==> src/hw/rtl/wmf_pkg.sv <==
// ----------------------------------------------------------------------------
// wmf_pkg - shared types and constants of the weighted 5x5 mean filter
// Window geometry, weight table, divider constants and the control struct
// that travels down the pipeline.
// ----------------------------------------------------------------------------
package wmf_pkg;

  localparam int DEF_MAX_WIDTH  = 512;
  localparam int DEF_MAX_HEIGHT = 512;

  localparam int WIN       = 5;
  localparam int HALF      = 2;
  localparam int LINES     = 4;
  localparam int PIX_W     = 8;
  localparam int CFG_W     = 10;
  localparam int CFG_IDX_W = 1;
  localparam int MIN_DIM   = 3;
  localparam int RESET_DIM = 512;

  // 13 bits: heaviest column is 22 * 255; 15 bits: full sum is 74 * 255
  localparam int PART_W = 13;
  localparam int SUM_W  = 15;

  // floor(s / 74) == (s * 14170) >> 20 for every s up to 74 * 255
  localparam int WEIGHT_SUM = 74;
  localparam int DIV_SHIFT  = 20;
  localparam int DIV_MULT_W = 14;
  localparam logic [DIV_MULT_W-1:0] DIV_MULT = 14'd14170;

  typedef enum logic [CFG_IDX_W-1:0] {
    REG_FRAME_WIDTH  = 1'b0,
    REG_FRAME_HEIGHT = 1'b1
  } cfg_reg_t;

  typedef enum logic {
    OP_PIXEL = 1'b0,
    OP_DRAIN = 1'b1
  } opcode_t;

  typedef logic [PIX_W-1:0]                  pixel_t;
  typedef logic [WIN-1:0][PIX_W-1:0]         column_t;
  typedef logic [LINES-1:0][PIX_W-1:0]       line_word_t;
  typedef logic [WIN-1:0][PART_W-1:0]        partials_t;

  // weight[row][column]
  localparam logic [2:0] WEIGHTS [WIN][WIN] = '{
    '{3'd1, 3'd2, 3'd3, 3'd2, 3'd1},
    '{3'd2, 3'd4, 3'd5, 3'd4, 3'd2},
    '{3'd3, 3'd5, 3'd6, 3'd5, 3'd3},
    '{3'd2, 3'd4, 3'd5, 3'd4, 3'd2},
    '{3'd1, 3'd2, 3'd3, 3'd2, 3'd1}
  };

  typedef struct packed {
    logic           emit;      // this transaction produces an output pixel
    logic           last;      // output pixel closes the frame
    logic [WIN-1:0] col_mask;  // window column lies inside the frame
    logic [WIN-1:0] row_mask;  // window row lies inside the frame
  } item_ctrl_t;

endpackage

==> src/hw/rtl/wmf_ctrl.sv <==
// ----------------------------------------------------------------------------
// wmf_ctrl - frame position tracking and edge masks
// Holds the frame size registers and the input/output raster counters,
// launches the line store read and builds the per-transaction control word.
// ----------------------------------------------------------------------------
module wmf_ctrl import wmf_pkg::*; #(
  parameter int MAX_WIDTH  = DEF_MAX_WIDTH,
  parameter int MAX_HEIGHT = DEF_MAX_HEIGHT
) (
  input  logic                         clk,
  input  logic                         rst_n,
  input  logic                         cfg_we,
  input  logic [CFG_IDX_W-1:0]         cfg_index,
  input  logic [CFG_W-1:0]             cfg_wdata,
  input  logic                         adv,
  input  logic                         accept,
  input  logic                         opcode,
  input  pixel_t                       pixel,
  output logic                         rd_en,
  output logic [$clog2(MAX_WIDTH)-1:0] rd_addr,
  output logic                         s1_valid_r,
  output pixel_t                       s1_pixel_r,
  output logic [$clog2(MAX_WIDTH)-1:0] s1_addr_r,
  output item_ctrl_t                   s1_ctrl_r
);

  localparam int AW  = $clog2(MAX_WIDTH);
  localparam int CW  = $clog2(MAX_WIDTH + 1);
  localparam int RW  = $clog2(MAX_HEIGHT + 3);   // input row runs to height + 2
  localparam int CXW = CW + 1;
  localparam int RXW = RW + 1;
  localparam int DWW = (CW > CFG_W) ? CW : CFG_W;
  localparam int DHW = (RW > CFG_W) ? RW : CFG_W;
  localparam int RST_W = (RESET_DIM > MAX_WIDTH)  ? MAX_WIDTH  : RESET_DIM;
  localparam int RST_H = (RESET_DIM > MAX_HEIGHT) ? MAX_HEIGHT : RESET_DIM;

  logic [CW-1:0] width_r,  width_nxt;
  logic [RW-1:0] height_r, height_nxt;
  logic [CW-1:0] in_col_r, in_col_nxt, out_col_r, out_col_nxt;
  logic [RW-1:0] in_row_r, in_row_nxt, out_row_r, out_row_nxt;

  logic          frame_in_done;
  logic          active;
  logic          emit;
  logic          last;
  logic [CW-1:0] in_col_inc;
  logic [CW-1:0] out_col_inc;
  logic [RW-1:0] out_row_inc;
  logic [DWW-1:0] wval;
  logic [DHW-1:0] hval;
  logic [WIN-1:0] col_mask, row_mask;

  // clamp written sizes to the supported range
  always_comb begin
    wval = DWW'(cfg_wdata);
    hval = DHW'(cfg_wdata);
    if (wval < DWW'(MIN_DIM)) begin
      width_nxt = CW'(MIN_DIM);
    end else if (wval > DWW'(MAX_WIDTH)) begin
      width_nxt = CW'(MAX_WIDTH);
    end else begin
      width_nxt = CW'(wval);
    end
    if (hval < DHW'(MIN_DIM)) begin
      height_nxt = RW'(MIN_DIM);
    end else if (hval > DHW'(MAX_HEIGHT)) begin
      height_nxt = RW'(MAX_HEIGHT);
    end else begin
      height_nxt = RW'(hval);
    end
  end

  // once all rows are in, every transaction flushes with a zero pixel
  assign frame_in_done = (in_row_r >= height_r);
  assign active        = frame_in_done || (opcode_t'(opcode) == OP_PIXEL);
  assign emit          = (in_row_r > RW'(HALF)) ||
                         ((in_row_r == RW'(HALF)) && (in_col_r >= CW'(HALF)));
  assign in_col_inc    = in_col_r + CW'(1);
  assign out_col_inc   = out_col_r + CW'(1);
  assign out_row_inc   = out_row_r + RW'(1);
  assign last          = (out_row_inc >= height_r) && (out_col_inc >= width_r);

  always_comb begin
    logic [CXW-1:0] c;
    logic [RXW-1:0] r;
    for (int k = 0; k < WIN; k++) begin
      c = CXW'(out_col_r) + CXW'(k);
      r = RXW'(out_row_r) + RXW'(k);
      col_mask[k] = (c >= CXW'(HALF)) && ((c - CXW'(HALF)) < CXW'(width_r));
      row_mask[k] = (r >= RXW'(HALF)) && ((r - RXW'(HALF)) < RXW'(height_r));
    end
  end

  always_comb begin
    in_col_nxt  = in_col_inc;
    in_row_nxt  = in_row_r;
    out_col_nxt = out_col_r;
    out_row_nxt = out_row_r;
    if (in_col_inc >= width_r) begin
      in_col_nxt = '0;
      in_row_nxt = in_row_r + RW'(1);
    end
    if (emit) begin
      if (last) begin
        in_col_nxt  = '0;
        in_row_nxt  = '0;
        out_col_nxt = '0;
        out_row_nxt = '0;
      end else if (out_col_inc >= width_r) begin
        out_col_nxt = '0;
        out_row_nxt = out_row_inc;
      end else begin
        out_col_nxt = out_col_inc;
      end
    end
  end

  assign rd_en   = accept && active;
  assign rd_addr = in_col_r[AW-1:0];

  always_ff @(posedge clk) begin
    if (!rst_n) begin
      width_r   <= CW'(RST_W);
      height_r  <= RW'(RST_H);
      in_col_r  <= '0;
      in_row_r  <= '0;
      out_col_r <= '0;
      out_row_r <= '0;
    end else if (cfg_we) begin
      unique case (cfg_reg_t'(cfg_index))
        REG_FRAME_WIDTH:  width_r  <= width_nxt;
        REG_FRAME_HEIGHT: height_r <= height_nxt;
        default: ;
      endcase
      in_col_r  <= '0;
      in_row_r  <= '0;
      out_col_r <= '0;
      out_row_r <= '0;
    end else if (accept && active) begin
      in_col_r  <= in_col_nxt;
      in_row_r  <= in_row_nxt;
      out_col_r <= out_col_nxt;
      out_row_r <= out_row_nxt;
    end
  end

  always_ff @(posedge clk) begin
    if (!rst_n) begin
      s1_valid_r <= 1'b0;
    end else if (adv) begin
      s1_valid_r <= accept && active;
    end
  end

  always_ff @(posedge clk) begin
    if (accept && active) begin
      s1_pixel_r         <= frame_in_done ? '0 : pixel;
      s1_addr_r          <= in_col_r[AW-1:0];
      s1_ctrl_r.emit     <= emit;
      s1_ctrl_r.last     <= emit && last;
      s1_ctrl_r.col_mask <= col_mask;
      s1_ctrl_r.row_mask <= row_mask;
    end
  end

endmodule

==> config.mk <==
export PLATFORM = sky130hd
export DESIGN_NAME = wmf_ctrl
export DESIGN_NICKNAME = d
export VERILOG_FILES = /design/src/hw/rtl/wmf_pkg.sv /design/src/hw/rtl/wmf_ctrl.sv
export SDC_FILE = /design/constraint.sdc
export NUM_CORES = 1
export LEC_CHECK = 0
export BUFFER_PORTS_ARGS = -buffer_cell sky130_fd_sc_hd__buf_2
export CAP_MARGIN = 10
export CORE_MARGIN = 2
export CORE_UTILIZATION = 35
export DETAILED_ROUTE_END_ITERATION = 10
export GPL_TIMING_DRIVEN = 0
export PLACE_DENSITY = 0.49
export SLEW_MARGIN = 30
export SYNTH_ARGS = -nofsm -noshare
export SYNTH_HDL_FRONTEND = slang
export SYNTH_SLANG_ARGS = --single-unit
==> constraint.sdc <==
create_clock -name clk -period 4.94 [get_ports clk]
set_input_delay 0.988 -clock clk [delete_from_list [all_inputs] [get_ports clk]]
set_output_delay 0.988 -clock clk [all_outputs]
set_load 0.05 [all_outputs]
==> impl_metrics.tcl <==
set metrics [dict create \
    multi_input_area_sq_um 7300 \
    period_needed_ps 4290 \
    setup_slack_ps 646 \
    drt-pass1-iter-count 5 \
    tns_ps 0 \
    synth_fp_nets 1376 \
    ys_types 84 \
    ctsHoldBuffers 0 \
    dp_hpwl_mm 23.4 \
    drtIter0Drc 505 \
    cts_sinks 90 \
    die_x_microns 172 \
    finalSetupViolCount 0 \
    post-route-period-util 0.869 \
    ys_seq_area_frac 0.211 \
    clockBufferDepth 2 \
    core-area_sq_um 27900 \
    worst_pin_slew_ps 929 \
    finalNetCount 1449 \
    syn_area_sq_um 9930 \
    finalHoldViolCount 0 \
    drive_gt1_frac 0.102 \
    grt_usage 0.208 \
    regArea_sq_um 2090 \
    startpoint "out_row_r[1]" \
    cts_root_buf "clkbuf_16" \
    place_inst 1623 \
    synth_cells 1183 \
    antenna_found_initial 0 \
    worst_ep_arrival_time_ps 4470 \
    rsz0062_at_grt "no" \
    required_ps 5120 \
    fin_skew_ps 16.4 \
    setup.worst_path.end "s1_ctrl_r[1]" \
    area_growth_pct 10.9 \
    numCtsBuffers 9 \
    power.density_nw_per_um2 163 \
    initial_core_util 0.356 \
    via_per_inst 5.44 \
    maxCapViolCount 0 \
    grt_start_max_net_pins 39 \
    ys_warn_count 0 \
    clk_latency_ps 370 \
    cellLeakagePower_nw 4.41 \
    outcome "finished clean" \
    peakVddDrop_mv 0.146 \
    r2r-start "out_row_r[1]" \
    yosys_most_used_dff "dfxtp_1" \
    final_antenna_net_count 0 \
    place_ws_ps 424 \
    grt_pass1_vias 8383 \
    rr_worst_depth 13 \
    grt_overflow 0 \
    cts_tree "yes" \
    post_layout_nonfiller_instances 1639 \
    path_clk_slew_ps 80 \
    reg2reg_slack_ps 650 \
    routed_wl_mm 30.6 \
    fin_util 0.395 \
    slew_violations 0 \
    dieHeight_microns 172 \
    io_buffers 62 \
    num_vias 8920 \
    hp-class "reg2reg" \
    io_pins 65 \
    critical_path_class "reg2reg" \
    fmax_mhz 233 \
    synth-edff-count 29 \
    start_kind "flip-flop" \
    synth_area_per_cell_sq_um 8.39 \
    die_area_sq_um 29700 \
    grt_first_pass_wirelength_mm 47.3 \
    htree_num_levels 3 \
    timing.rr.end "s1_ctrl_r[1]" \
    end_kind "flip-flop" \
    async_reset_ff_frac 0 \
    routedWlPerCell_microns 18.6 \
    relSlewSlack 0.380 \
    crit_fanout 10 \
    drc 0 \
    ys_ff_latch 90 \
    nFillCells 2855 \
    cts.repair.resized 0 \
    routabilityCongestion 0.898 \
    diodes 0 \
    power_mw 1.79 \
    post_cts.repair.setup_buffers 0 \
    core.rowCount 61 \
]
==> final cells by class <==
class                           instances  area share
Timing Repair Buffer                   62      0.0282
Clock buffer                           10      0.0208
Multi-Input combinational cell        967       0.663
Sequential cell                        90       0.190
Tap cell                              378      0.0429
Buffer                                 67      0.0294
Clock inverter                          6     0.00579
Inverter                               59      0.0201
==> synth_stat cells, drive strengths merged (14+ instances only) <==
library cell | number | area share
ha | 168 | 0.21
nand2 | 98 | 0.037
xnor2 | 76 | 0.067
a21oi | 72 | 0.037
dfxtp | 61 | 0.12
nor2 | 59 | 0.022
inv | 58 | 0.022
xor2 | 50 | 0.044
o21ai | 46 | 0.024
nand3 | 38 | 0.019
clkbuf | 37 | 0.014
nor3 | 35 | 0.018
buf | 30 | 0.018
edfxtp | 29 | 0.088
nand4 | 27 | 0.018
o21a | 27 | 0.020
a21boi | 24 | 0.019
nor2b | 21 | 0.013
o211ai | 17 | 0.013
nor3b | 16 | 0.012
or4 | 14 | 0.011
==> metrics by stage <==
step / cell area [sq um] / hold WS [ps]
2_1_floorplan: 9930 / 426
3_3_place_gp: 10700 / 439
3_5_place_dp: 10700 / 446
4_1_cts: 11000 / 463
5_1_grt: 11000 / 490
6_report: 11000 / 463
==> critical path, stage by stage (launching register included) <==
cell	delay [ps]
dfxtp_1	660
clkbuf_2	350
inv_1	250
ha_1	520
inv_1	140
ha_1	150
inv_1	50
or3_1	460
xnor2_1	160
ha_1	220
a2111oi_0	400
a21oi_1	130
a211o_1	310
a221oi_1	300
==> flip-flops by register name (all words and copies together), names as in the netlist <==
name	count
s1_valid_r	1
out_col_r	10
in_col_r	10
height_r	10
s1_pixel_r	8
s1_ctrl_r	12
width_r	10
out_row_r	10
in_row_r	10
s1_addr_r	9
==> worst min-delay path by stage <==
stage | from | endpoint | slack, ps | depth (start not counted)
global placement | in_col_r[5] | s1_addr_r[5] | 440 | 0
floorplan | in_col_r[5] | s1_addr_r[5] | 430 | 0
finish | in_col_r[5] | s1_addr_r[5] | 460 | 0
detailed placement | in_col_r[5] | s1_addr_r[5] | 450 | 0
CTS | in_col_r[5] | s1_addr_r[5] | 460 | 0
global route | in_col_r[5] | s1_addr_r[5] | 490 | 0
==> layer usage <==
metal / track usage / wire length [microns] / up-vias / share of wire
li1: - / - / 4489 / -
met1: 0.288 / 15100 / 4199 / 0.50
met2: 0.333 / 13500 / 198 / 0.44
met3: 0.0327 / 1460 / 34 / 0.048
met4: 0.0585 / 486 / 0 / 0.016
met5: 0 / 0 / - / 0
==> cell families after synthesis <==
group | Yosys count | synth area share
AND/OR/NAND/NOR | 381 | 0.205
AO/OA/AOI/OAI | 287 | 0.202
adder cells (fa/ha/maj) | 168 | 0.212
XOR/XNOR | 126 | 0.111
buffers and inverters | 126 | 0.0548
flip-flops | 90 | 0.211
multiplexers | 5 | 0.00517
==> where the power goes <==
group	total (mW)	internal (mW)	switching, mW	leakage, nW
logic	0.261	0.0767	0.184	3.51
registers	0.793	0.786	0.00761	0.761
clock network	0.738	0.395	0.343	0.141
total	1.79	1.26	0.535	4.41
==> placed cells by master (no fill, tap or decap), types with 36 or more instances in the layout <==
cell type	n
o21ai_0	45
nand3_1	38
buf_2	73
clkbuf_1	36
dfxtp_1	61
nor2_1	59
xnor2_1	76
ha_1	168
nand2_1	98
a21oi_1	71
xor2_1	50
inv_1	57
No activity file was read; power rests on OpenSTA's default activity.
