==> src/hw/rtl/wmf_pkg.sv <==
// ----------------------------------------------------------------------------
// wmf_pkg - shared types and constants of the weighted 5x5 mean filter
// Window geometry, weight table, divider constants and the control struct
// that travels down the pipeline.
// ----------------------------------------------------------------------------
package wmf_pkg;

  localparam int DEF_MAX_WIDTH  = 512;
  localparam int DEF_MAX_HEIGHT = 512;

  localparam int WIN       = 5;
  localparam int HALF      = 2;
  localparam int LINES     = 4;
  localparam int PIX_W     = 8;
  localparam int CFG_W     = 10;
  localparam int CFG_IDX_W = 1;
  localparam int MIN_DIM   = 3;
  localparam int RESET_DIM = 512;

  // 13 bits: heaviest column is 22 * 255; 15 bits: full sum is 74 * 255
  localparam int PART_W = 13;
  localparam int SUM_W  = 15;

  // floor(s / 74) == (s * 14170) >> 20 for every s up to 74 * 255
  localparam int WEIGHT_SUM = 74;
  localparam int DIV_SHIFT  = 20;
  localparam int DIV_MULT_W = 14;
  localparam logic [DIV_MULT_W-1:0] DIV_MULT = 14'd14170;

  typedef enum logic [CFG_IDX_W-1:0] {
    REG_FRAME_WIDTH  = 1'b0,
    REG_FRAME_HEIGHT = 1'b1
  } cfg_reg_t;

  typedef enum logic {
    OP_PIXEL = 1'b0,
    OP_DRAIN = 1'b1
  } opcode_t;

  typedef logic [PIX_W-1:0]                  pixel_t;
  typedef logic [WIN-1:0][PIX_W-1:0]         column_t;
  typedef logic [LINES-1:0][PIX_W-1:0]       line_word_t;
  typedef logic [WIN-1:0][PART_W-1:0]        partials_t;

  // weight[row][column]
  localparam logic [2:0] WEIGHTS [WIN][WIN] = '{
    '{3'd1, 3'd2, 3'd3, 3'd2, 3'd1},
    '{3'd2, 3'd4, 3'd5, 3'd4, 3'd2},
    '{3'd3, 3'd5, 3'd6, 3'd5, 3'd3},
    '{3'd2, 3'd4, 3'd5, 3'd4, 3'd2},
    '{3'd1, 3'd2, 3'd3, 3'd2, 3'd1}
  };

  typedef struct packed {
    logic           emit;      // this transaction produces an output pixel
    logic           last;      // output pixel closes the frame
    logic [WIN-1:0] col_mask;  // window column lies inside the frame
    logic [WIN-1:0] row_mask;  // window row lies inside the frame
  } item_ctrl_t;

endpackage

==> src/hw/rtl/wmf_window.sv <==
// ----------------------------------------------------------------------------
// wmf_window - 5x5 window and masked column sums
// Joins the line store column with the new pixel, writes the column back
// shifted by one line, shifts the window and forms five weighted column sums.
// ----------------------------------------------------------------------------
module wmf_window import wmf_pkg::*; #(
  parameter int MAX_WIDTH = DEF_MAX_WIDTH
) (
  input  logic                         clk,
  input  logic                         rst_n,
  input  logic                         restart,
  input  logic                         adv,
  input  logic                         s1_valid,
  input  pixel_t                       s1_pixel,
  input  logic [$clog2(MAX_WIDTH)-1:0] s1_addr,
  input  item_ctrl_t                   s1_ctrl,
  input  line_word_t                   rd_data,
  output logic                         wr_en,
  output logic [$clog2(MAX_WIDTH)-1:0] wr_addr,
  output line_word_t                   wr_data,
  output logic                         s3_valid_r,
  output logic                         s3_last_r,
  output partials_t                    s3_part_r
);

  column_t    col;
  column_t    window_r [WIN];   // oldest column first, row 0 on top
  logic       s2_valid_r;
  item_ctrl_t s2_ctrl_r;
  partials_t  part;

  always_comb begin
    for (int j = 0; j < LINES; j++) begin
      col[j] = rd_data[j];
    end
    col[WIN-1] = s1_pixel;
    for (int j = 0; j < LINES; j++) begin
      wr_data[j] = col[j+1];
    end
  end

  assign wr_en   = adv && s1_valid;
  assign wr_addr = s1_addr;

  always_ff @(posedge clk) begin
    if (!rst_n || restart) begin
      for (int k = 0; k < WIN; k++) begin
        window_r[k] <= '0;
      end
    end else if (adv && s1_valid) begin
      for (int k = 0; k < WIN-1; k++) begin
        window_r[k] <= window_r[k+1];
      end
      window_r[WIN-1] <= col;
    end
  end

  // weights are at most 6: small constant products
  always_comb begin
    logic [PART_W-1:0] acc;
    for (int k = 0; k < WIN; k++) begin
      acc = '0;
      for (int j = 0; j < WIN; j++) begin
        if (s2_ctrl_r.row_mask[j]) begin
          acc = acc + (PART_W'(WEIGHTS[j][k]) * PART_W'(window_r[k][j]));
        end
      end
      part[k] = s2_ctrl_r.col_mask[k] ? acc : '0;
    end
  end

  always_ff @(posedge clk) begin
    if (!rst_n) begin
      s2_valid_r <= 1'b0;
      s3_valid_r <= 1'b0;
    end else if (adv) begin
      s2_valid_r <= s1_valid && s1_ctrl.emit;
      s3_valid_r <= s2_valid_r;
    end
  end

  always_ff @(posedge clk) begin
    if (adv) begin
      s2_ctrl_r <= s1_ctrl;
      s3_last_r <= s2_ctrl_r.last;
      s3_part_r <= part;
    end
  end

endmodule

==> config.mk <==
export PLATFORM = sky130hd
export DESIGN_NAME = wmf_window
export DESIGN_NICKNAME = d
export VERILOG_FILES = /design/src/hw/rtl/wmf_pkg.sv /design/src/hw/rtl/wmf_window.sv
export SDC_FILE = /design/constraint.sdc
export NUM_CORES = 1
export LEC_CHECK = 0
export BUFFER_PORTS_ARGS = -buffer_cell sky130_fd_sc_hd__buf_4
export CORE_UTILIZATION = 50
export CTS_CLUSTER_SIZE = 16
export DETAILED_ROUTE_END_ITERATION = 7
export PLACE_DENSITY = 0.73
export SLEW_MARGIN = 40
export SYNTH_ARGS = -nofsm -noshare
export SYNTH_HDL_FRONTEND = slang
export SYNTH_SLANG_ARGS = --single-unit
==> constraint.sdc <==
create_clock -name clk -period 10.7 [get_ports clk]
set_clock_uncertainty 0.2 [all_clocks]
set_input_delay 0.535 -clock clk [delete_from_list [all_inputs] [get_ports clk]]
set_output_delay 0.535 -clock clk [all_outputs]
set_load 0.005 [all_outputs]
==> key figures, run 1 <==
Floorplanning
  • IO Count: 175
  • Initial Util: between 50% and 60%
  • Row count: 76
  • Die height: between 200 and 250 um
  • CORE AREA: 0.04346 mm2
  • Die area: between 0.04 and 0.05 mm2
  • Die X: roughly 210 um

Setup path
  • Worst setup path startpoint: window_r[0][80]$_SDFFCE_PN0P_
  • RR Endpoint: s3_part_r[37]$_SDFFCE_PN0P_
  • Crit-path slowest cell: fa_1
  • CP endpoint: s3_part_r[37]$_SDFFCE_PN0P_
  • Crit Path Max Fanout: 6
  • CP Launch Type: register
  • CP endpoint kind: register
  • Crit Path Class: register to register
  • R2R depth: 39
  • Worst path max stage delay: 0.53 ns
  • CP Data Required Time: roughly 11 ns
  • CP most frequent cell: ha_1
  • Crit path DAT: approximately 8.6 ns
  • Worst reg2reg setup slack: around 2.2 ns
  • Reg-to-reg startpoint: window_r[0][80]$_SDFFCE_PN0P_

Job
  • Max_cap viols: 0

Layout
  • Fillcell total: about 3.7k
  • Non-Filler Cell Area, Final: about 0.025 mm2
  • Flip-flop and latch area: approximately 0.0084 mm2
  • Final core occ: between 50 and 60%
  • Final net count: between 2k and 3k
  • Multi-input gate area: roughly 0.013 mm2
  • Layout cell share with drive strength beyond 1: around an eighth
  • Antenna fix cells: 0
  • Most frequent cells in the layout: edfxtp_1 (277), and2_1 (236), ha_1 (226)
  • Synthesis-to-finish area growth: 12.98%
  • Commonest non-fill, non-tap cell in the layout: edfxtp_1

STA
  • Final setup viols: 0
  • Hold WS: around 0.024 ns
  • Minimum clock period: around 8.5 ns
  • Setup total negative slack: 0 ns
  • Slew headroom: approximately half
  • Period utilization: about four fifths
  • Setup repair after global routing missed its margin: false
  • Fmax: about 120 MHz
  • Worst slew pin tran: 0.7481 ns
  • Final Hold Fails: 0
  • Slew Viols, Final: 0

Synthesis
  • Mean area per synthesized cell: a little over 10 um2
  • Synth unique cells: 86
  • Ys flop type: edfxtp_1
  • Asr flop ratio synth: 0%
  • Synth Cell Area: between 0.02 and 0.025 mm2
  • Post-Syn Instances: between 2k and 2.5k
  • Synth warn: 0
  • Post-synth EDFFs: approximately 280
  • Seq cells post-synth: about 280
  • Post-synthesis sequential area ratio: between 30% and 40%

Power
  • Gate power share: 31.0%
  • Total chip power: 3.611 mW
  • Worst vdd ir: between 0.1 and 0.15 mV
  • Sequential share of power: 37.0%
  • Clk pwr share: 32.0%
  • Int Pwr: roughly 2.5 mW
  • Sw Ratio: between 30% and 40%
  • Switching pwr: 1.114 mW
  • Leak: roughly 12 nW
  • Pwr Density: ~140 mW/mm2

Run status
  • Status: completed

Clocking
  • Worst skew pair latency: ~0.6 ns
  • Clock root buffer: clkbuf_16
  • Post-CTS Resized: 0
  • CTS clock-pin slew for the worst setup and hold paths: roughly 0.060 ns
  • Worst-case clock buffer depth: 3
  • # H-tree levels: 1
  • CTS tree: done
  • CTS buffer count: 31
  • Clock sinks: around 280

Route
  • Drt pass-1 iters: 5
  • DRC viols: 0
  • WL final: 51.14 mm
  • Mean routed wirelength per cell: roughly 17 um
  • Via count: between 15k and 20k
  • Routed Antenna Nets: 0
  • DR iter-0 viols: between 700 and 800
  • Via/cell ratio: 5.521

Global routing
  • Tot GR Track Use: a little under a quarter
  • Vias in the first global route: approximately 16k
  • Total gr overflow: 0
  • Initial antenna violation count: 0
  • First-pass GRT wire length: approximately 82 mm
  • Largest net degree at the start of global routing: 108

Placement
  • Area after DPL: 0.02369 mm2
  • DP Wirelength: about 39 mm
  • Port buffer count: 156
  • Routability cong.: between 0.9 and 1

Worst hold path
  • Number of cells on the worst hold path: 2
  • Hold WC Path Type: input pin to register
==> cell type report <==
cell class                      count  area share (%)
Clock buffer                       38           3.198
Inverter                          184           2.754
Sequential cell                   279           33.33
Timing Repair Buffer              200           6.436
Clock inverter                     16           1.162
Tap cell                          585           2.919
Multi-Input combinational cell   1624           50.20
==> cell families after synthesis <==
logic type	Yosys count	synth area share [%]
AND/OR/NAND/NOR	666	15.80
other	1	0.01689
AO/OA/AOI/OAI	491	14.68
adder cells (fa/ha/maj)	294	18.83
XOR/XNOR	101	3.985
flip-flops	279	37.65
multiplexers	70	3.376
buffers and inverters	291	5.665
==> synth_stat cells, types with 34 or more instances <==
cell type	n	area, um2
buf_4	41	307.8
a21oi_1	116	580.6
edfxtp_1	277	8318
clkbuf_1	46	172.7
and2_1	236	1476
a21o_1	43	322.8
xnor2_1	71	621.9
nor2b_1	34	212.7
fa_1	67	1341
ha_1	226	2828
nor2_1	121	454.2
o21ai_0	120	600.6
mux2i_1	36	360.4
inv_1	182	683.2
nand2_1	131	491.7
==> power by group through the flow <==
stage                     clock network, mW  logic, mW  registers [mW]
after global routing                   1.22       1.25            1.34
after global placement                    0       1.06            1.36
final                                  1.16       1.12            1.34
after floorplan                           0      0.813            1.35
after detailed placement                  0       1.10            1.36
after CTS                              1.18       1.12            1.34
==> layer usage <==
layer	up-vias	share of wire (%)	track usage [%]
li1	7985	-	-
met1	7663	41	27.73
met2	398	51	42.03
met3	108	3.7	2.147
met4	0	4.0	9.055
met5	-	0	0
==> how the worst min path moves through the flow <==
stage,from,to
after floorplan,s2_ctrl_r[10]$_DFFE_PP_,s3_last_r$_DFFE_PP_
after global placement,s2_ctrl_r[10]$_DFFE_PP_,s3_last_r$_DFFE_PP_
final,rd_data[1],window_r[0][161]$_SDFFCE_PN0P_
after CTS,rd_data[26],window_r[0][186]$_SDFFCE_PN0P_
after detailed placement,s2_ctrl_r[10]$_DFFE_PP_,s3_last_r$_DFFE_PP_
after global routing,rd_data[13],window_r[0][173]$_SDFFCE_PN0P_
==> registers in the layout, indices dropped and copies added, names as in the netlist <==
name,cells
window_r,200
s3_part_r,65
s2_ctrl_r,11
s2_valid_r,1
s3_last_r,1
s3_valid_r,1
==> critical path, delay by kind of cell (launching register included) <==
family / cells / cell delay (ns)
flip-flops: 1 / 0.41
XOR/XNOR: 2 / 0.24
AND/OR/NAND/NOR: 7 / 0.80
adder cells (fa/ha/maj): 9 / 3.36
buffers and inverters: 4 / 0.24
AO/OA/AOI/OAI: 17 / 2.95
==> what timing repair did <==
item / 4_1_cts / 5_1_grt
setup buffers: 0 / 0
hold endpoints to repair: 29 / 0
hold buffers: 29 / 0
==> per-stage QoR <==
step,setup slack [ns],std cells
after CTS,2.271,2926
after global placement,2.501,2842
after global routing,1.558,2926
final,2.243,2926
after detailed placement,2.311,2843
after floorplan,3.273,2194
Power figures use the tool's default switching activity.
==> inputs of run 2 (changes only) <==
==> constraint.sdc (replaced) <==
create_clock -name clk -period 8.4 [get_ports clk]
set_clock_uncertainty 0.2 [all_clocks]
set_input_delay 0.42 -clock clk [delete_from_list [all_inputs] [get_ports clk]]
set_output_delay 0.42 -clock clk [all_outputs]
set_load 0.005 [all_outputs]
==> run 2 against run 1 <==
Non-clock buffer count increased by 28. Largest cell class unchanged. Hold slack improved by 0.16 ns. Critical path depth fell by 1. Core utilization rose by 0.72 points. Worst setup slack lost 1.8 ns. Critical path type unchanged. Global-route usage about the same. Combinational power rose by 29%. Fmax increased by 6.4%. Highest routed layer unchanged. Via count up 0.74%.
==> key figures, run 2 (synthesis gave the netlist of run 1 again) <==
Route
  • Routed Antenna Nets: 0 (unchanged)
  • Via count: 16.27k (+0.74%)
  • WL final: 51.13 mm (about the same)
  • DR iter-0 viols: 795 (+0.63%)
  • Via/cell ratio: 5.498 (-0.42%)
  • Drt pass-1 iters: 7 (+2)
  • Mean routed wirelength per cell: 17.27 um (-1.2%)
  • DRC viols: 0 (unchanged)

Power
  • Int Pwr: 3.138 mW (+26%)
  • Pwr Density: 180.1 mW/mm2 (+25%)
  • Clk pwr share: 31.0% (-1.0 points)
  • Sw Ratio: 31.37% (+0.51 points)
  • Switching pwr: 1.435 mW (+29%)
  • Leak: 11.66 nW (+1.0%)
  • Worst vdd ir: 0.1492 mV (+15%)
  • Sequential share of power: 37.2% (+0.2 points)
  • Gate power share: 31.8% (+0.8 points)
  • Total chip power: 4.572 mW (+27%)

Global routing
  • Tot GR Track Use: 23.03% (+0.043 points)
  • Initial antenna violation count: 0 (unchanged)
  • Total gr overflow: 0 (unchanged)
  • Largest net degree at the start of global routing: 113 (+4.6%)
  • Vias in the first global route: 16.46k (+1.6%)
  • First-pass GRT wire length: 81.75 mm (-0.30%)

STA
  • Minimum clock period: 7.945 ns (-0.5121 ns)
  • Fmax: 125.9 MHz (+6.4%)
  • Final Hold Fails: 0 (unchanged)
  • Slew Viols, Final: 0 (unchanged)
  • Period utilization: 94.58% (+16 points)
  • Final setup viols: 0 (unchanged)
  • Worst slew pin tran: 0.8150 ns (+0.06692 ns)
  • Slew headroom: 45.66% (-3.9 points)

Floorplanning
  • Die height: 212.7 um (unchanged)
  • Die area: 0.04524 mm2 (unchanged)
  • Row count: 76 (unchanged)
  • CORE AREA: 0.04346 mm2 (unchanged)
  • Initial Util: 51.08% (unchanged)
  • Die X: 212.7 um (unchanged)
  • IO Count: 175 (unchanged)

Setup path
  • Crit path DAT: 8.05 ns (-0.54 ns)
  • CP Launch Type: register
  • Worst reg2reg setup slack: 0.46 ns (-1.79 ns)
  • RR Endpoint: s3_part_r[36]$_SDFFCE_PN0P_
  • Reg-to-reg startpoint: window_r[0][81]$_SDFFCE_PN0P_
  • CP Data Required Time: 8.50 ns (-2.34 ns)
  • R2R depth: 38 (-2.6%)
  • Crit Path Max Fanout: 6 (unchanged)
  • Crit-path slowest cell: fa_1
  • Worst path max stage delay: 0.50 ns (-0.03 ns)
  • CP endpoint kind: register
  • Crit Path Class: register to register

Clocking
  • # H-tree levels: 2 (+1)
  • CTS tree: done
  • Worst-case clock buffer depth: 3 (unchanged)
  • CTS clock-pin slew for the worst setup and hold paths: 0.06 ns (about the same)
  • Clock sinks: 279 (unchanged)
  • Clock root buffer: clkbuf_16
  • Worst skew pair latency: 0.54 ns (-0.06 ns)
  • CTS buffer count: 34 (+9.7%)

Layout
  • Most frequent cells in the layout: edfxtp_1 (277), and2_1 (236), ha_1 (224)
  • Max reg flops: 200 (unchanged)
  • Layout cell share with drive strength beyond 1: 12.55% (+0.50 points)
  • Non-Filler Cell Area, Final: 0.02539 mm2 (+1.2%)
  • Non-Filler Instances: 2960 (+1.2%)
  • Final net count: 2710 (+1.2%)
  • Largest Register: window_r
  • Biggest regs: window_r x200, s3_part_r x65, s2_ctrl_r x11
  • Commonest non-fill, non-tap cell in the layout: edfxtp_1
  • Synthesis-to-finish area growth: 14.39%
  • Antenna fix cells: 0 (unchanged)

Job
  • Max_cap viols: 0 (unchanged)

Worst hold path
  • Hold Crit Endpoint: s2_valid_r$_SDFFE_PN0P_
  • Hold WC Path Type: input pin to register
  • Worst hold start: s1_valid
  • Number of cells on the worst hold path: 5 (+3)

Placement
  • Port buffer count: 156 (unchanged)
  • Placed cells: 2844 (+0.035%)
  • Routability cong.: 0.8865 (-3.4%)
  • DP Wirelength: 38.54 mm (-1.2%)
  • Area after DPL: 0.02370 mm2 (about the same)

Run status
  • Status: completed
run 2: cell count changes in the layout (fill, tap and decap cells not counted), moves of 3 or more:
cell,change
clkbuf_16,+4
dlygate4sd3_1,+25
clkinv_1,+3
o21ai_0,-4
bufinv_16,-5
buf_4,+3
run 2: worst max path at each step:
stage	cells past startpoint	to	slack, ns	from
after floorplan	39	s3_part_r[37]$_SDFFCE_PN0P_	0.97	window_r[0][81]$_SDFFCE_PN0P_
after global placement	36	s3_part_r[36]$_SDFFCE_PN0P_	0.30	window_r[0][81]$_SDFFCE_PN0P_
after detailed placement	36	s3_part_r[36]$_SDFFCE_PN0P_	0.08	window_r[0][81]$_SDFFCE_PN0P_
after CTS	36	s3_part_r[36]$_SDFFCE_PN0P_	0.05	window_r[0][81]$_SDFFCE_PN0P_
after global routing	39	s3_part_r[37]$_SDFFCE_PN0P_	-0.06	window_r[0][81]$_SDFFCE_PN0P_
final	38	s3_part_r[36]$_SDFFCE_PN0P_	0.46	window_r[0][81]$_SDFFCE_PN0P_
run 2: power groups by stage:
stage	logic, mW	clock network (mW)	registers (mW)
floorplan	1.04	0	1.72
global placement	1.35	0	1.73
detailed placement	1.40	0	1.73
CTS	1.43	1.45	1.70
global route	1.63	1.50	1.71
finish	1.45	1.42	1.70
run 2: what timing repair did:
item                       in CTS  in global routing
hold endpoints to repair       54                  0
setup buffers                   0                  2
hold buffers                   54                  0
setup endpoints to repair       0                  5
resized for setup               0                 18
run 2: critical path: cells and delay by family, from the launching register on:
family / cells / cell delay (ns)
simple gates: 10 / 1.11
fa+ha+maj: 9 / 3.33
compound gates: 13 / 2.10
xor+xnor: 2 / 0.31
buf+inv: 4 / 0.23
flops: 1 / 0.40
run 2: final cells by class:
type / count / area (um2)
Fill cell: 3590 / 18060
Multi-Input combinational cell: 1624 / 12660
Sequential cell: 279 / 8358
Timing Repair Buffer: 228 / 1887
Clock buffer: 44 / 909.6
Tap cell: 585 / 732.0
Inverter: 184 / 690.7
Clock inverter: 16 / 155.1
run 2: metal layers:
layer	share of wire (%)	up-vias	GRT usage, %
met5	0	-	0
li1	-	8056	-
met4	4.2	0	10.42
met1	41	7672	26.72
met2	51	420	41.92
met3	4.0	125	3.221
run 2: through the flow:
| stage | setup WS [ns] | utilization, % | TNS (ns) | hold slack (ns) |
|---|---|---|---|---|
| detailed placement | 0.08219 | 54.53 | 0 | 0.2212 |
| CTS | 0.05271 | 58.23 | 0 | 0.1406 |
| floorplan | 0.9728 | - | 0 | 0.2003 |
| finish | 0.4551 | 58.43 | 0 | 0.1862 |
| global placement | 0.2983 | 54.46 | 0 | 0.2072 |
| global route | -0.05904 | 58.43 | -0.1058 | 0.2076 |
