## src/hw/rtl/wmf_pkg.sv

```systemverilog
// ----------------------------------------------------------------------------
// wmf_pkg - shared types and constants of the weighted 5x5 mean filter
// Window geometry, weight table, divider constants and the control struct
// that travels down the pipeline.
// ----------------------------------------------------------------------------
package wmf_pkg;

  localparam int DEF_MAX_WIDTH  = 512;
  localparam int DEF_MAX_HEIGHT = 512;

  localparam int WIN       = 5;
  localparam int HALF      = 2;
  localparam int LINES     = 4;
  localparam int PIX_W     = 8;
  localparam int CFG_W     = 10;
  localparam int CFG_IDX_W = 1;
  localparam int MIN_DIM   = 3;
  localparam int RESET_DIM = 512;

  // 13 bits: heaviest column is 22 * 255; 15 bits: full sum is 74 * 255
  localparam int PART_W = 13;
  localparam int SUM_W  = 15;

  // floor(s / 74) == (s * 14170) >> 20 for every s up to 74 * 255
  localparam int WEIGHT_SUM = 74;
  localparam int DIV_SHIFT  = 20;
  localparam int DIV_MULT_W = 14;
  localparam logic [DIV_MULT_W-1:0] DIV_MULT = 14'd14170;

  typedef enum logic [CFG_IDX_W-1:0] {
    REG_FRAME_WIDTH  = 1'b0,
    REG_FRAME_HEIGHT = 1'b1
  } cfg_reg_t;

  typedef enum logic {
    OP_PIXEL = 1'b0,
    OP_DRAIN = 1'b1
  } opcode_t;

  typedef logic [PIX_W-1:0]                  pixel_t;
  typedef logic [WIN-1:0][PIX_W-1:0]         column_t;
  typedef logic [LINES-1:0][PIX_W-1:0]       line_word_t;
  typedef logic [WIN-1:0][PART_W-1:0]        partials_t;

  // weight[row][column]
  localparam logic [2:0] WEIGHTS [WIN][WIN] = '{
    '{3'd1, 3'd2, 3'd3, 3'd2, 3'd1},
    '{3'd2, 3'd4, 3'd5, 3'd4, 3'd2},
    '{3'd3, 3'd5, 3'd6, 3'd5, 3'd3},
    '{3'd2, 3'd4, 3'd5, 3'd4, 3'd2},
    '{3'd1, 3'd2, 3'd3, 3'd2, 3'd1}
  };

  typedef struct packed {
    logic           emit;      // this transaction produces an output pixel
    logic           last;      // output pixel closes the frame
    logic [WIN-1:0] col_mask;  // window column lies inside the frame
    logic [WIN-1:0] row_mask;  // window row lies inside the frame
  } item_ctrl_t;

endpackage

```

## src/hw/rtl/wmf_out_if.sv

```systemverilog
// ----------------------------------------------------------------------------
// wmf_out_if - filtered pixel channel
// Valid/ready channel carrying the filtered pixel and the end-of-frame flag.
// ----------------------------------------------------------------------------
interface wmf_out_if import wmf_pkg::*; ();
  logic   valid;
  logic   ready;
  pixel_t filtered;
  logic   last_of_frame;

  modport source (output valid, output filtered, output last_of_frame, input ready);
  modport sink   (input valid, input filtered, input last_of_frame, output ready);
endinterface

```

## src/hw/rtl/wmf_mean.sv

```systemverilog
// ----------------------------------------------------------------------------
// wmf_mean - final sum, divide by 74 and output register
// Adds the column sums, divides by reciprocal multiply and holds the
// result for the output channel.
// ----------------------------------------------------------------------------
module wmf_mean import wmf_pkg::*; (
  input  logic             clk,
  input  logic             rst_n,
  input  logic             adv,
  input  logic             s3_valid,
  input  logic             s3_last,
  input  partials_t        s3_part,
  wmf_out_if.source        out_ch
);

  localparam int PROD_W = SUM_W + DIV_MULT_W;

  logic [SUM_W-1:0]  sum;
  logic [SUM_W-1:0]  s4_sum_r;
  logic              s4_valid_r;
  logic              s4_last_r;
  logic [PROD_W-1:0] prod;
  logic              out_valid_r;
  pixel_t            filtered_r;
  logic              last_r;

  always_comb begin
    sum = '0;
    for (int k = 0; k < WIN; k++) begin
      sum = sum + SUM_W'(s3_part[k]);
    end
  end

  assign prod = PROD_W'(s4_sum_r) * PROD_W'(DIV_MULT);

  always_ff @(posedge clk) begin
    if (!rst_n) begin
      s4_valid_r  <= 1'b0;
      out_valid_r <= 1'b0;
    end else if (adv) begin
      s4_valid_r  <= s3_valid;
      out_valid_r <= s4_valid_r;
    end
  end

  always_ff @(posedge clk) begin
    if (adv) begin
      s4_sum_r   <= sum;
      s4_last_r  <= s3_last;
      filtered_r <= prod[DIV_SHIFT +: PIX_W];
      last_r     <= s4_last_r;
    end
  end

  assign out_ch.valid         = out_valid_r;
  assign out_ch.filtered      = filtered_r;
  assign out_ch.last_of_frame = last_r;

endmodule

```

## src/flat_wrapper.sv

```systemverilog
// flat-port wrapper written by rule: the top's interface ports become plain ports
module wmf_mean_flat import wmf_pkg::*;
  (clk, rst_n, adv, s3_valid, s3_last, s3_part, out_ch_valid, out_ch_filtered, out_ch_last_of_frame, out_ch_ready);
  wmf_out_if out_ch_i ();
  input  logic clk;
  input  logic rst_n;
  input  logic adv;
  input  logic s3_valid;
  input  logic s3_last;
  input  partials_t s3_part;
  output wire logic [$bits(out_ch_i.valid)-1:0] out_ch_valid;
  output wire logic [$bits(out_ch_i.filtered)-1:0] out_ch_filtered;
  output wire logic [$bits(out_ch_i.last_of_frame)-1:0] out_ch_last_of_frame;
  input wire logic [$bits(out_ch_i.ready)-1:0] out_ch_ready;
  assign out_ch_valid = out_ch_i.valid;
  assign out_ch_filtered = out_ch_i.filtered;
  assign out_ch_last_of_frame = out_ch_i.last_of_frame;
  assign out_ch_i.ready = out_ch_ready;
  wmf_mean u_core (.clk(clk), .rst_n(rst_n), .adv(adv), .s3_valid(s3_valid), .s3_last(s3_last), .s3_part(s3_part), .out_ch(out_ch_i));
endmodule
```

## config.mk

```make
export PLATFORM = sky130hd
export DESIGN_NAME = wmf_mean_flat
export DESIGN_NICKNAME = d
export VERILOG_FILES = /design/src/hw/rtl/wmf_pkg.sv /design/src/hw/rtl/wmf_out_if.sv /design/src/hw/rtl/wmf_mean.sv /design/src/flat_wrapper.sv
export SDC_FILE = /design/constraint.sdc
export NUM_CORES = 1
export LEC_CHECK = 0
export BUFFER_PORTS_ARGS = -buffer_cell sky130_fd_sc_hd__buf_2
export CORE_MARGIN = 2
export CORE_UTILIZATION = 55
export CTS_BUF_LIST = sky130_fd_sc_hd__clkbuf_2 sky130_fd_sc_hd__clkbuf_4 sky130_fd_sc_hd__clkbuf_8
export CTS_CLUSTER_DIAMETER = 60
export CTS_CLUSTER_SIZE = 24
export DETAILED_ROUTE_END_ITERATION = 8
export PLACE_DENSITY_LB_ADDON = 0.15
export SLEW_MARGIN = 15
export SYNTH_ARGS = -nofsm -noshare
export SYNTH_HDL_FRONTEND = slang
export SYNTH_SLANG_ARGS = --single-unit
```

## constraint.sdc

```tcl
create_clock -name clk -period 4.6 [get_ports clk]
set_input_delay 0.23 -clock clk [delete_from_list [all_inputs] [get_ports clk]]
set_output_delay 0.23 -clock clk [all_outputs]
set_load 0.01 [all_outputs]
```

==> results of run 1 <==
## state kept, by name, summed over array words and instances (netlist names)
register and count:
u_core.s4_valid_r 1, u_core.s4_last_r 1, u_core.out_ch.valid 1, u_core.s4_sum_r 15, u_core.out_ch.last_of_frame 1, u_core.out_ch.filtered 8
## per-stage QoR
stage	instance area [µm²]	TNS, ns	util [%]	instances	hold slack, ns
6_report	7640	-0.607	67.2	921	0.112
5_1_grt	7640	-1.67	67.2	921	0.107
4_1_cts	7510	-0.190	66.1	914	0.106
3_5_place_dp	7280	-1.42	64.0	906	0.411
3_3_place_gp	7280	-0.935	64.0	906	0.405
2_1_floorplan	6370	0	-	640	0.329
## worst max-delay path by stage
stage	start	to	slack, ns	cells past startpoint
2_1_floorplan	u_core.s4_sum_r[7]$_DFFE_PP_	u_core.out_ch.filtered[4]$_DFFE_PP_	0.002	16
3_3_place_gp	u_core.s4_sum_r[8]$_DFFE_PP_	u_core.out_ch.filtered[4]$_DFFE_PP_	-0.15	16
3_5_place_dp	u_core.s4_sum_r[6]$_DFFE_PP_	u_core.out_ch.filtered[4]$_DFFE_PP_	-0.23	16
4_1_cts	u_core.s4_sum_r[12]$_DFFE_PP_	u_core.out_ch.filtered[6]$_DFFE_PP_	-0.09	16
5_1_grt	u_core.s4_sum_r[7]$_DFFE_PP_	u_core.out_ch.filtered[4]$_DFFE_PP_	-0.25	16
6_report	u_core.s4_sum_r[12]$_DFFE_PP_	u_core.out_ch.filtered[6]$_DFFE_PP_	-0.14	16
## cell usage after synthesis, types with 2 or more instances
cell	count	area share, %
nand3_1	3	0.24
and2_1	2	0.20
nor2_1	26	1.5
ha_1	110	22
o211ai_1	3	0.35
nand4_1	3	0.30
xor2_1	8	1.1
mux2i_1	2	0.31
a211oi_2	2	0.39
a21oi_1	18	1.4
o31ai_1	2	0.24
nor2b_1	6	0.59
edfxtp_1	25	12
nor3_1	3	0.24
o311ai_2	2	0.51
and3_1	3	0.30
a2111o_1	2	0.35
nand2_1	11	0.65
dfxtp_1	2	0.63
a211oi_1	5	0.59
fa_1	106	33
o31a_1	2	0.28
o21ai_0	17	1.3
o21ai_1	4	0.31
xnor2_1	18	2.5
nand2b_1	5	0.49
o22ai_1	2	0.20
inv_1	211	12
a21o_1	5	0.59
o21bai_1	2	0.24
o21a_1	9	1.1
## area by class of cell
| type | count | area share (%) |
|---|---|---|
| Multi-Input combinational cell | 402 | 65.4 |
| Clock inverter | 1 | 0.0655 |
| Sequential cell | 27 | 10.3 |
| Clock buffer | 3 | 0.540 |
| Timing Repair Buffer | 134 | 10.9 |
| Tap cell | 143 | 2.34 |
| Inverter | 211 | 10.4 |
## metal layers
metal  up-vias  routed length, µm
met5         -                  0
met4         0                240
met3        16                248
met2        75               6640
met1      2227               5400
li1       2288                  -
## cells by family after synthesis
| family | count (synthesis) | share of synthesized area, % |
|---|---|---|
| flops | 27 | 12.4 |
| mux | 2 | 0.315 |
| simple gates | 69 | 5.82 |
| compound gates | 88 | 10.1 |
| fa+ha+maj | 216 | 55.0 |
| xor+xnor | 27 | 3.93 |
| buf+inv | 211 | 12.4 |
## timing repair
| action | 4_1_cts | 5_1_grt |
|---|---|---|
| gates cloned | 0 | 0 |
| gates resized for setup | 34 | 19 |
| hold buffers | 0 | 0 |
| pin swaps | 42 | 32 |
| endpoints found under the setup margin | 8 | 8 |
| setup buffers | 4 | 7 |
==> run_results.csv, run 1 <==
group,metric,value,unit
setup_path,rr_startpoint,"u_core.s4_sum_r[12]$_DFFE_PP_",
clock_tree,cts.sinks,27,
hold_path,min_delay_worst_endpoint,"u_core.s4_last_r$_DFFE_PP_",
floorplan,die_h,112,µm
detailed_routing,via_count,4606,
run,cap_violations,0,
sta,hold_viol,0,
cells_and_area,layout_commonest_cell,"inv_1",
yosys,synth_edf_count,25,
global_routing,met2_usage,41.8,%
global_routing,grt_use_met1,26.1,%
sta,fmax,0.211,GHz
floorplan,rows,39,
place,portBuffers,79,
setup_path,crit_path_start_kind,"register",
setup_path,criticalPathCategory,"register to register",
outcome,status,"complete, but fails checks",
detailed_routing,route.antenna.remaining_nets,0,
setup_path,ff2ff_path_depth,16,
clock_tree,clk_pin_slew,0.11,ns
setup_path,crit_arrival,4.78,ns
clock_tree,cts_made_buffers,3,
cells_and_area,nFillCells,879,
cells_and_area,register_area,791,µm²
setup_path,timing.rr.end,"u_core.out_ch.filtered[6]$_DFFE_PP_",
setup_path,crit_top_cell,"fa_1",
sta,setup_viol,7,
global_routing,antenna_found_initial,0,
sta,relSlewSlack,58.1,%
yosys,synth.distinct_cells,52,
yosys,yosys_register_bits,27,
global_routing,grtUsageMet3,1.25,%
hold_path,hold_path.startpoint,"s3_last",
detailed_routing,first_iter_violations,119,
sta,setup_slack,-0.138,ns
hold_path,hold_path.class,"input port to register",
yosys,synthCells,640,
sta,fin_crit_sh,103,%
setup_path,critPathMaxStageDelay,0.56,ns
setup_path,worstPathMaxFanout,3,
setup_path,crit_required,4.65,ns
detailed_routing,wirelength,12500,µm
sta,skew,0.0163,ns
clock_tree,clock_latency,0.28,ns
global_routing,grt_max_degree,28,
sta,maxSlewViolCount,0,
floorplan,dieArea,0.0124,mm²
cells_and_area,diodes,0,
detailed_routing,first_pass_iters,6,
global_routing,busiest_layer,"met2",
yosys,async_flop_share,0,%
setup_path,crit_buf_inv,4,
cells_and_area,layout-drive-gt1-share,24.6,%
yosys,syn_avg_cell_area,9.94,µm²
clock_tree,cts_max_level,1,
clock_tree,cts_tree,"built",
floorplan,core_area,0.0114,mm²
sta,tightest_slew,0.629,ns
global_routing,grt_pass1_vias,5161,
detailed_routing,wire_per_inst,13.6,µm
setup_path,cpMaxStageDelayCell,"fa_1",
cells_and_area,multi_input_comb_area,0.00500,mm²
yosys,synth_ff_type,"edfxtp_1",
hold_path,holdPathStages,1,
setup_path,path_cells,"fa_1 -> inv_1 -> fa_1 -> inv_1 -> fa_1 -> fa_1 -> inv_2 -> fa_1 -> inv_2 -> ha_4 -> or2_4 -> a2111o_1 -> a21oi_2 -> o21ai_2 -> a41oi_2 -> xnor2_1",
floorplan,fp.dieW,112,µm
sta,rsz0062_at_grt,"yes",
cells_and_area,nets,1066,
yosys,synth_nets,927,
detailed_routing,drc,0,
setup_path,timing.reg2reg.setup_slack,-0.14,ns
yosys,ys.warnings.count,0,
place,pre_cts_slack,-0.233,ns
cells_and_area,final_cell_mix,"195 x inv_1, 104 x fa_1, 99 x ha_1",
cells_and_area,area_delta_synth_final,20.1,%
global_routing,overflow,0,
outcome,failed_checks,"negative setup slack",
floorplan,pin_count,81,
place,place.detailed.hpwl,10900,µm
yosys,syn_area,0.00636,mm²
setup_path,end_kind,"register",
global_routing,grt_usage,21.5,%
place,place_congestion,0.909,
clock_tree,cts_buffer_depth,2,
floorplan,start_util,56.0,%
clock_tree,cts-root-buf,"clkbuf_8",
global_routing,grt_pass1_wl,22100,µm
yosys,yosysSeqAreaShare,12.4,%
sta,min_period,4.74,ns
detailed_routing,vias_per_cell,5.00,
setup_path,path_delay_family,"adder cells",
Power of run 1 is not shown: default switching activity piles up to over one toggle a cycle in this logic, so the estimate is an artifact.
==> inputs of run 2 (changes only) <==
Settings changed: ABC_AREA from default to 1, CAP_MARGIN from default to 5.
==> run_results.csv, run 2 <==
group,metric,value,unit
clock_tree,hold_buffers,0,
outcome,status,"complete, no violations",
cells_and_area,diodes,0,
sta,fin_crit_sh,96.9,%
yosys,yosysSeqAreaShare,11.2,%
yosys,synth.distinct_cells,24,
cells_and_area,finalInstanceArea,0.00823,mm²
yosys,synth_common_cells,"288 x inv_1, 184 x nand2_1, 110 x ha_1",
setup_path,end_kind,"register",
clock_tree,cts_made_buffers,3,
floorplan,start_util,56.2,%
global_routing,grt_pass1_vias,5686,
floorplan,rows,41,
yosys,yosysTopAreaCell,"fa_1",
setup_path,critPathMaxStageDelay,0.54,ns
cells_and_area,final_cell_mix,"279 x inv_1, 172 x nand2_1, 106 x fa_1",
setup_path,crit_arrival,4.52,ns
detailed_routing,route.antenna.remaining_nets,0,
yosys,synth_nets,1189,
detailed_routing,vias_per_cell,4.86,
floorplan,dieArea,0.0138,mm²
place,place_congestion,0.903,
setup_path,rr_startpoint,"u_core.s4_sum_r[6]$_DFFE_PP_",
cells_and_area,layout-drive-gt1-share,16.5,%
global_routing,overflow,0,
place,pre_cts_slack,-0.0491,ns
hold_path,holdPathStages,1,
yosys,synth_edf_count,25,
hold_path,hold_path.class,"input port to register",
detailed_routing,via_count,5764,
global_routing,grt_max_degree,29,
sta,fmax,0.224,GHz
cells_and_area,nets,1303,
detailed_routing,first_pass_iters,4,
sta,tightest_slew,0.679,ns
setup_path,criticalPathCategory,"register to register",
place,dpl_cell_area,0.00782,mm²
detailed_routing,drc,0,
setup_path,crit_required,4.66,ns
cells_and_area,area_delta_synth_final,16.5,%
cells_and_area,final_core_util,65.5,%
setup_path,path_cells,"inv_2 -> buf_4 -> fa_1 -> fa_1 -> inv_1 -> fa_1 -> fa_1 -> inv_1 -> fa_1 -> inv_1 -> ha_4 -> nand2_2 -> nor2_2 -> nand3_1 -> nor2_1 -> nand2_1 -> nand4_1 -> nand2_1",
sta,maxSlewViolCount,0,
global_routing,antenna_found_initial,0,
cells_and_area,largest-register,"u_core.s4_sum_r",
yosys,synthCells,902,
detailed_routing,wirelength,15300,µm
clock_tree,clock_latency,0.30,ns
yosys,synth.top_cell.area_share,30.0,%
sta,setup_viol,0,
clock_tree,clk_pin_slew,0.11,ns
yosys,yosys_register_bits,27,
sta,setup_slack,0.143,ns
yosys,synth.area.top_cells,"fa_1 30%, ha_1 19%, inv_1 15%, edfxtp_1 11%, nand2_1 9.8%",
yosys,synth_ff_type,"edfxtp_1",
setup_path,crit_top_cell,"fa_1",
setup_path,ff2ff_path_depth,18,
sta,skew,0.00366,ns
clock_tree,cts.sinks,27,
setup_path,path_delay_family,"adder cells",
setup_path,crit_buf_inv,5,
cells_and_area,layout_commonest_cell,"inv_1",
sta,hold_viol,0,
setup_path,timing.reg2reg.setup_slack,0.14,ns
setup_path,timing.rr.end,"u_core.out_ch.filtered[7]$_DFFE_PP_",
yosys,ys.warnings.count,0,
sta,relSlewSlack,54.8,%
cells_and_area,largest_reg_flops,15,
yosys,yosysMostFrequentCell,"inv_1",
hold_path,hold_path.startpoint,"s3_last",
floorplan,pin_count,81,
setup_path,worstPathMaxFanout,4,
global_routing,grt_pass1_wl,25700,µm
floorplan,fp.dieW,117,µm
floorplan,die_h,117,µm
setup_path,cpMaxStageDelayCell,"fa_1",
clock_tree,cts_buffer_depth,2,
run,cap_violations,0,
clock_tree,cts_max_level,1,
clock_tree,cts_tree,"built",
yosys,syn_area,0.00707,mm²
global_routing,grt_usage,23.0,%
detailed_routing,first_iter_violations,354,
hold_path,min_delay_worst_endpoint,"u_core.s4_last_r$_DFFE_PP_",
sta,min_period,4.46,ns
yosys,syn_avg_cell_area,7.84,µm²
place,portBuffers,79,
setup_path,crit_path_start_kind,"register",
clock_tree,cts-root-buf,"clkbuf_8",
yosys,async_flop_share,0,%
detailed_routing,wire_per_inst,12.9,µm
place,place.detailed.hpwl,13100,µm
floorplan,core_area,0.0126,mm²
sta,hold_ws,0.104,ns
setup_path,path_depth,18,
-- run 2: changes by cell type after synthesis, moves of 6 or more --
cell / previous run / this run
nor2_1: 26 / 49
nand2_1: 11 / 184
nand3_1: 3 / 40
xor2_1: 8 / 17
o21ai_0: 17 / 10
a21oi_1: 18 / 35
xnor2_1: 18 / 6
inv_1: 211 / 288
o21a_1: 9 / 0
nor2b_1: 6 / 0
-- run 2: final cells by class --
class                           count  area, µm²
Clock buffer                        3       41.3
Sequential cell                    27        791
Tap cell                          172        215
Inverter                          288       1080
Multi-Input combinational cell    587       5480
Timing Repair Buffer              109        621
Clock inverter                      1       5.00
Fill cell                        1139       4330
-- run 2: worst register-to-register path, delay by kind of cell, from the launching register on --
kind                     cells  cell delay [ns]
adder cells (fa/ha/maj)      6             2.75
flip-flops                   1             0.42
AND/OR/NAND/NOR              7             0.67
buffers and inverters        5             0.39
-- run 2: per-stage QoR --
stage               TNS, ns  instances
floorplan                 0        902
global placement          0       1171
detailed placement   -0.171       1171
CTS                       0       1175
global route         -0.278       1187
finish                    0       1187
-- run 2: how the worst max path moves through the flow --
stage / start / endpoint / slack, ns
after floorplan: u_core.s4_sum_r[10]$_DFFE_PP_ / u_core.out_ch.filtered[6]$_DFFE_PP_ / 0.15
after global placement: u_core.s4_sum_r[8]$_DFFE_PP_ / u_core.out_ch.filtered[3]$_DFFE_PP_ / 0.03
after detailed placement: u_core.s4_sum_r[5]$_DFFE_PP_ / u_core.out_ch.filtered[3]$_DFFE_PP_ / -0.05
after CTS: u_core.s4_sum_r[8]$_DFFE_PP_ / u_core.out_ch.filtered[2]$_DFFE_PP_ / 0.01
after global routing: u_core.s4_sum_r[6]$_DFFE_PP_ / u_core.out_ch.filtered[7]$_DFFE_PP_ / -0.08
final: u_core.s4_sum_r[6]$_DFFE_PP_ / u_core.out_ch.filtered[7]$_DFFE_PP_ / 0.14
-- run 2: logic make-up (layout without fill, tap and decap cells) --
group / Yosys count / in the layout / synth area share (%)
adder cells (fa/ha/maj): 216 / 216 / 49.5
AO/OA/AOI/OAI: 57 / 57 / 4.37
flip-flops: 27 / 27 / 11.2
AND/OR/NAND/NOR: 291 / 291 / 16.8
buffers and inverters: 288 / 401 / 15.3
XOR/XNOR: 23 / 23 / 2.85
-- run 2: per-layer routing --
layer	track usage (%)	vias to the layer above	routed length, µm
met3	2.63	6	557
li1	-	2912	-
met1	33.3	2760	7320
met2	38.9	86	7310
met5	0	-	0
met4	2.03	0	90
-- run 2: what timing repair did --
item | 4_1_cts | 5_1_grt
cloned | 0 | 0
gates resized for setup | 3 | 59
setup endpoints to repair | 7 | 8
pin swaps | 0 | 30
setup buffers | 0 | 12
Power of run 2 is left out for the same reason.
